`src/design/ibb_pkg.sv`:
```
`timescale 1ns / 1ps
package ibb_pkg;

  localparam int MAX_SRC_WIDTH  = 4096;
  localparam int MAX_OUT_WIDTH  = 1024;
  localparam int MAX_GRID       = 16;
  localparam int MAX_OUT_HEIGHT = 1024;

  localparam int PIX_W     = 16;
  localparam int SUM_W     = 24;
  localparam int NUM_W     = SUM_W + 1;
  localparam int DIV_CNT_W = $clog2(NUM_W + 1);
  localparam int PADDR_W   = 5;
  localparam int PDATA_W   = 32;

  localparam int SRC_WIDTH_W  = 13;
  localparam int OUT_WIDTH_W  = 11;
  localparam int OUT_HEIGHT_W = 11;
  localparam int GRID_W       = 5;

  localparam logic [2:0] REG_SRC_WIDTH   = 3'd0;
  localparam logic [2:0] REG_OUT_WIDTH   = 3'd1;
  localparam logic [2:0] REG_OUT_HEIGHT  = 3'd2;
  localparam logic [2:0] REG_GRID_WIDTH  = 3'd3;
  localparam logic [2:0] REG_GRID_HEIGHT = 3'd4;
  localparam logic [2:0] REG_SUM_MODE    = 3'd5;

  typedef struct packed {
    logic accept;
    logic acc_en;
    logic div_step;
    logic out_load;
  } ibb_cmd_t;

  typedef struct packed {
    logic in_range;
    logic complete;
    logic sum_mode;
    logic out_free;
  } ibb_stat_t;

endpackage

```
`src/design/ibb_ctrl.sv`:
```
`timescale 1ns / 1ps
module ibb_ctrl
  import ibb_pkg::*;
(
  input  logic      clk_i,
  input  logic      rst_ni,
  input  logic      in_valid_i,
  input  ibb_stat_t stat_i,
  output ibb_cmd_t  cmd_o,
  output logic      in_stall_o
);

  localparam logic [1:0] S_IDLE = 2'd0;
  localparam logic [1:0] S_ACC  = 2'd1;
  localparam logic [1:0] S_DIV  = 2'd2;
  localparam logic [1:0] S_OUT  = 2'd3;

  logic [1:0]           state_q, state_d;
  logic [DIV_CNT_W-1:0] step_q, step_d;

  always_comb begin
    state_d       = state_q;
    step_d        = step_q;
    cmd_o         = '0;
    unique case (state_q)
      S_IDLE: begin
        cmd_o.accept = in_valid_i;
        if (in_valid_i && stat_i.in_range) begin
          state_d = S_ACC;
        end
      end
      S_ACC: begin
        cmd_o.acc_en = 1'b1;
        step_d       = '0;
        if (!stat_i.complete) begin
          state_d = S_IDLE;
        end else if (stat_i.sum_mode) begin
          state_d = S_OUT;
        end else begin
          state_d = S_DIV;
        end
      end
      S_DIV: begin
        cmd_o.div_step = 1'b1;
        step_d         = step_q + 1'b1;
        if (step_q == DIV_CNT_W'(NUM_W - 1)) begin
          state_d = S_OUT;
        end
      end
      S_OUT: begin
        if (stat_i.out_free) begin
          cmd_o.out_load = 1'b1;
          state_d        = S_IDLE;
        end
      end
      default: state_d = S_IDLE;
    endcase
  end

  assign in_stall_o = (state_q != S_IDLE);

  always_ff @(posedge clk_i or negedge rst_ni) begin
    if (!rst_ni) begin
      state_q <= S_IDLE;
      step_q  <= '0;
    end else begin
      state_q <= state_d;
      step_q  <= step_d;
    end
  end

  a_load_free: assert property (@(posedge clk_i) disable iff (!rst_ni)
    cmd_o.out_load |-> stat_i.out_free) else $error("output overwritten");
  a_div_bound: assert property (@(posedge clk_i) disable iff (!rst_ni)
    state_q == S_DIV |-> step_q < DIV_CNT_W'(NUM_W)) else $error("divide overrun");
  a_acc_follow: assert property (@(posedge clk_i) disable iff (!rst_ni)
    (state_q == S_IDLE && in_valid_i && stat_i.in_range) |=> state_q == S_ACC)
    else $error("accumulate skipped");

endmodule

```
`config.mk`:
```
export PLATFORM = sky130hd
export DESIGN_NAME = ibb_ctrl
export DESIGN_NICKNAME = d
export VERILOG_FILES = /design/src/design/ibb_pkg.sv /design/src/design/ibb_ctrl.sv
export SDC_FILE = /design/constraint.sdc
export NUM_CORES = 1
export LEC_CHECK = 0
export BUFFER_PORTS_ARGS = -buffer_cell sky130_fd_sc_hd__buf_2
export CORE_AREA = 2 2 39 41
export DETAILED_ROUTE_END_ITERATION = 10
export DIE_AREA = 0 0 41 43
export GPL_ROUTABILITY_DRIVEN = 0
export HOLD_SLACK_MARGIN = 0.06
export PLACE_DENSITY = 0.74
export SYNTH_ARGS = -nofsm -noshare
export SYNTH_HDL_FRONTEND = slang
export SYNTH_SLANG_ARGS = --single-unit
```
`constraint.sdc`:
```
create_clock -name clk_i -period 1.7 [get_ports clk_i]
set_input_delay 0.17 -clock clk_i [delete_from_list [all_inputs] [get_ports clk_i]]
set_output_delay 0.17 -clock clk_i [all_outputs]
set_load 0.02 [all_outputs]
```
==> flow_metrics.env <==
export IMPL_cts_max_level=1
export IMPL_die_h_um=43
export IMPL_holdPathStages=3
export IMPL_post_synth_cell_area_avg_sq_um=10.82
export IMPL_cellPowerDensity_nw_per_um2=1510
export IMPL_route_detailed_drc=0
export IMPL_route_vias_total=428
export IMPL_number_of_buffers_inserted_during_clock_tree_synthesis=3
export IMPL_postSynthCellCount=48
export IMPL_clkPwrFrac=0.153
export IMPL_grt_first_pass_wirelength_um=1828
export IMPL_combPwrFrac=0.627
export IMPL_share_seq_of_total_power=0.220
export IMPL_detailed_place_area_sq_um=639.4
export IMPL_post_syn_area_sq_um=519.2
export IMPL_layout_cells_non_filler=87
export IMPL_finalMaxSlewViolations=0
export IMPL_worst_slew_margin_rel=0.7431
export IMPL_clock_root_buffer="clkbuf_4"
export IMPL_tritoncts_num_sinks=7
export IMPL_maxCapViolations=0
export IMPL_first_global_vias=450
export IMPL_route_detailed_vias_per_inst=4.920
export IMPL_fp_row_count=14
export IMPL_run_status="complete, no violations"
export IMPL_final_period_utilization=0.9698
export IMPL_hold_slack_ps=254.1
export IMPL_dp_cells=81
export IMPL_layout_area_overhead_vs_synth_pct=33.25
export IMPL_hpwl_um=820.3
export IMPL_cp_start_kind="register"
export IMPL_postSynthNetCount=62
export IMPL_critPathArrivalTime_ps=1790
export IMPL_register_area_sq_um=175.2
export IMPL_timing_critical_path_cells="buf_4 > ha_1 > nor2b_1 > a2111oi_4 > mux2_4"
export IMPL_min_period_ps=1649
export IMPL_irDropWorstVdd_uv=944.3
export IMPL_layout_commonest_cell="buf_2"
export IMPL_grt_total_usage=0.1554
export IMPL_p_int_w=0.0006141
export IMPL_leakage_component_of_the_power_nw=0.3428
export IMPL_setup_worst_path_end_class="register"
export IMPL_crit_path_top_delay_cell="dfrtp_1"
export IMPL_hold_violations=0
export IMPL_synth_yosys_seq_area_share=0.3373
export IMPL_detail_route_wl_per_cell_um=11.92
export IMPL_initial_utilization=0.3752
export IMPL_post_route_cells_drive_above_1_share=0.3944
export IMPL_fillers=129
export IMPL_leading_cell_types_in_the_layout_fill_and_taps_excluded="buf_2 (11), inv_1 (7), dfrtp_1 (7), buf_4 (7), ha_1 (5)"
export IMPL_dr_first_iter_drc_count=1
export IMPL_p_sw_frac=0.4121
export IMPL_cts_max_path_buffers=2
export IMPL_p_sw_w=0.0004304
export IMPL_setup_violations_final=0
export IMPL_crit_fanout=3
export IMPL_cts_tree="built"
export IMPL_synthDistinctLibCells=21
export IMPL_fmax_mhz=606.6
export IMPL_delay_of_the_slowest_cell_on_the_worst_path_ps=390
export IMPL_firstDrtPassIters=2
export IMPL_synthesis_stage_register_bit_count=7
export IMPL_clock_edge_transition_at_the_registers_on_the_reported_setup_and_hold_paths_ps=60
export IMPL_fin_skew_ps=3.204
export IMPL_min_delay_path_class="in -> reg"
export IMPL_wl_um=1037
export IMPL_antenna_cells=0
export IMPL_worst_margin_slew_ps=375.6
export IMPL_floorplan_die_area_sq_um=1763
export IMPL_report_power_total_w=0.001045
export IMPL_path_class="reg -> reg"
export IMPL_die_x_um=41
export IMPL_r2r_cells=5
export IMPL_post_route_cell_area_sq_um=691.9
export IMPL_grt_max_degree=9
export IMPL_core_area_sq_um=1384
export IMPL_initial_antenna_violation_count=0
export IMPL_ios=12
export IMPL_post_layout_utilization_of_the_core=0.5000
export IMPL_clkLatencyLatePin_ps=260
export IMPL_yosysWarningCount=0
export IMPL_globalRoute_totalOverflow=0
export IMPL_multi_input_comb_area_sq_um=326.6
export IMPL_worst_ep_required_time_ps=1840
export IMPL_portBuffers=11
export IMPL_design_final_nets=86
export IMPL_final_antenna_net_count=0
synthesized netlist by cell type:
| library cell | n | area (sq um) |
|---|---|---|
| nand4b_4 | 1 | 23.77 |
| a2111oi_4 | 1 | 27.53 |
| o2bb2ai_1 | 2 | 17.52 |
| and2_1 | 2 | 12.51 |
| inv_1 | 7 | 26.28 |
| and2_0 | 1 | 6.260 |
| dfrtp_1 | 7 | 175.2 |
| a22o_1 | 1 | 8.760 |
| o21ai_0 | 2 | 10.01 |
| nor2b_1 | 2 | 12.51 |
| a21boi_1 | 1 | 7.510 |
| a2111oi_0 | 1 | 8.760 |
| nor2_1 | 1 | 3.750 |
| ha_1 | 7 | 87.58 |
| mux2i_1 | 3 | 30.03 |
| mux2_4 | 1 | 15.01 |
| a2bb2oi_1 | 1 | 8.760 |
| nand2_1 | 1 | 3.750 |
| a21oi_1 | 1 | 5.000 |
| nand3_1 | 4 | 20.02 |
| and2b_2 | 1 | 8.760 |
through the flow:
stage / TNS [ps] / setup slack (ps)
floorplan: 0 / 57.82
global placement: 0 / 69.31
detailed placement: 0 / 36.58
CTS: 0 / 23.30
global route: -1.503 / -1.503
finish: 0 / 51.35
worst max-delay path: cells and delay by family (launching register included):
kind | cells | cell delay [ps]
flip-flops | 1 | 390
AO/OA/AOI/OAI | 1 | 320
multiplexers | 1 | 330
AND/OR/NAND/NOR | 1 | 160
adder cells (fa/ha/maj) | 1 | 190
buffers and inverters | 1 | 140
final timing paths:
kind,start,to,slack (ps)
min in group asynchronous,rst_ni,step_q[0],280
hold reg to reg,step_q[1],step_q[1],600
setup / recovery,state_q[0],register,50
max in group asynchronous,rst_ni,state_q[0],1260
setup reg to reg,state_q[0],register,50
hold / removal,stat_i[1],state_q[0],250
metal layers:
metal / track usage / vias to the layer above / part of all wire
li1: - / 213 / -
met5: 0 / - / 0
met3: 0.03665 / 2 / 0.047
met4: 0.08000 / 0 / 0.012
met2: 0.2375 / 12 / 0.47
met1: 0.1928 / 201 / 0.47
power by group through the flow:
| stage | sequential, W | combinational (W) | clock, W |
|---|---|---|---|
| 5_1_grt | 0.000235 | 0.000726 | 0.000178 |
| 4_1_cts | 0.000231 | 0.000631 | 0.000165 |
| 3_5_place_dp | 0.000232 | 0.000625 | 0 |
| 6_report | 0.000230 | 0.000655 | 0.000160 |
| 2_1_floorplan | 0.000235 | 0.000416 | 0 |
| 3_3_place_gp | 0.000230 | 0.000614 | 0 |
what timing repair did:
action / 4_1_cts / 5_1_grt
endpoints found under the hold margin: 7 / 0
resized for setup: 0 / 3
endpoints found under the setup margin: 0 / 1
buffers inserted: 0 / 1
hold buffers: 1 / 0
final cells by class:
cell class              instances  area share
well taps                      16     0.02893
multi-input cells              34      0.4720
clock buffers                   4     0.03797
flip-flops and latches          7      0.2532
repair buffers                 19      0.1700
inverters                       7     0.03797
logic make-up after synthesis:
kind of cell    share of synthesized area
mux                               0.08674
flops                              0.3374
compound gates                     0.1807
fa+ha+maj                          0.1687
buf+inv                           0.05061
simple gates                       0.1759
(Power assumes the default switching activity.)
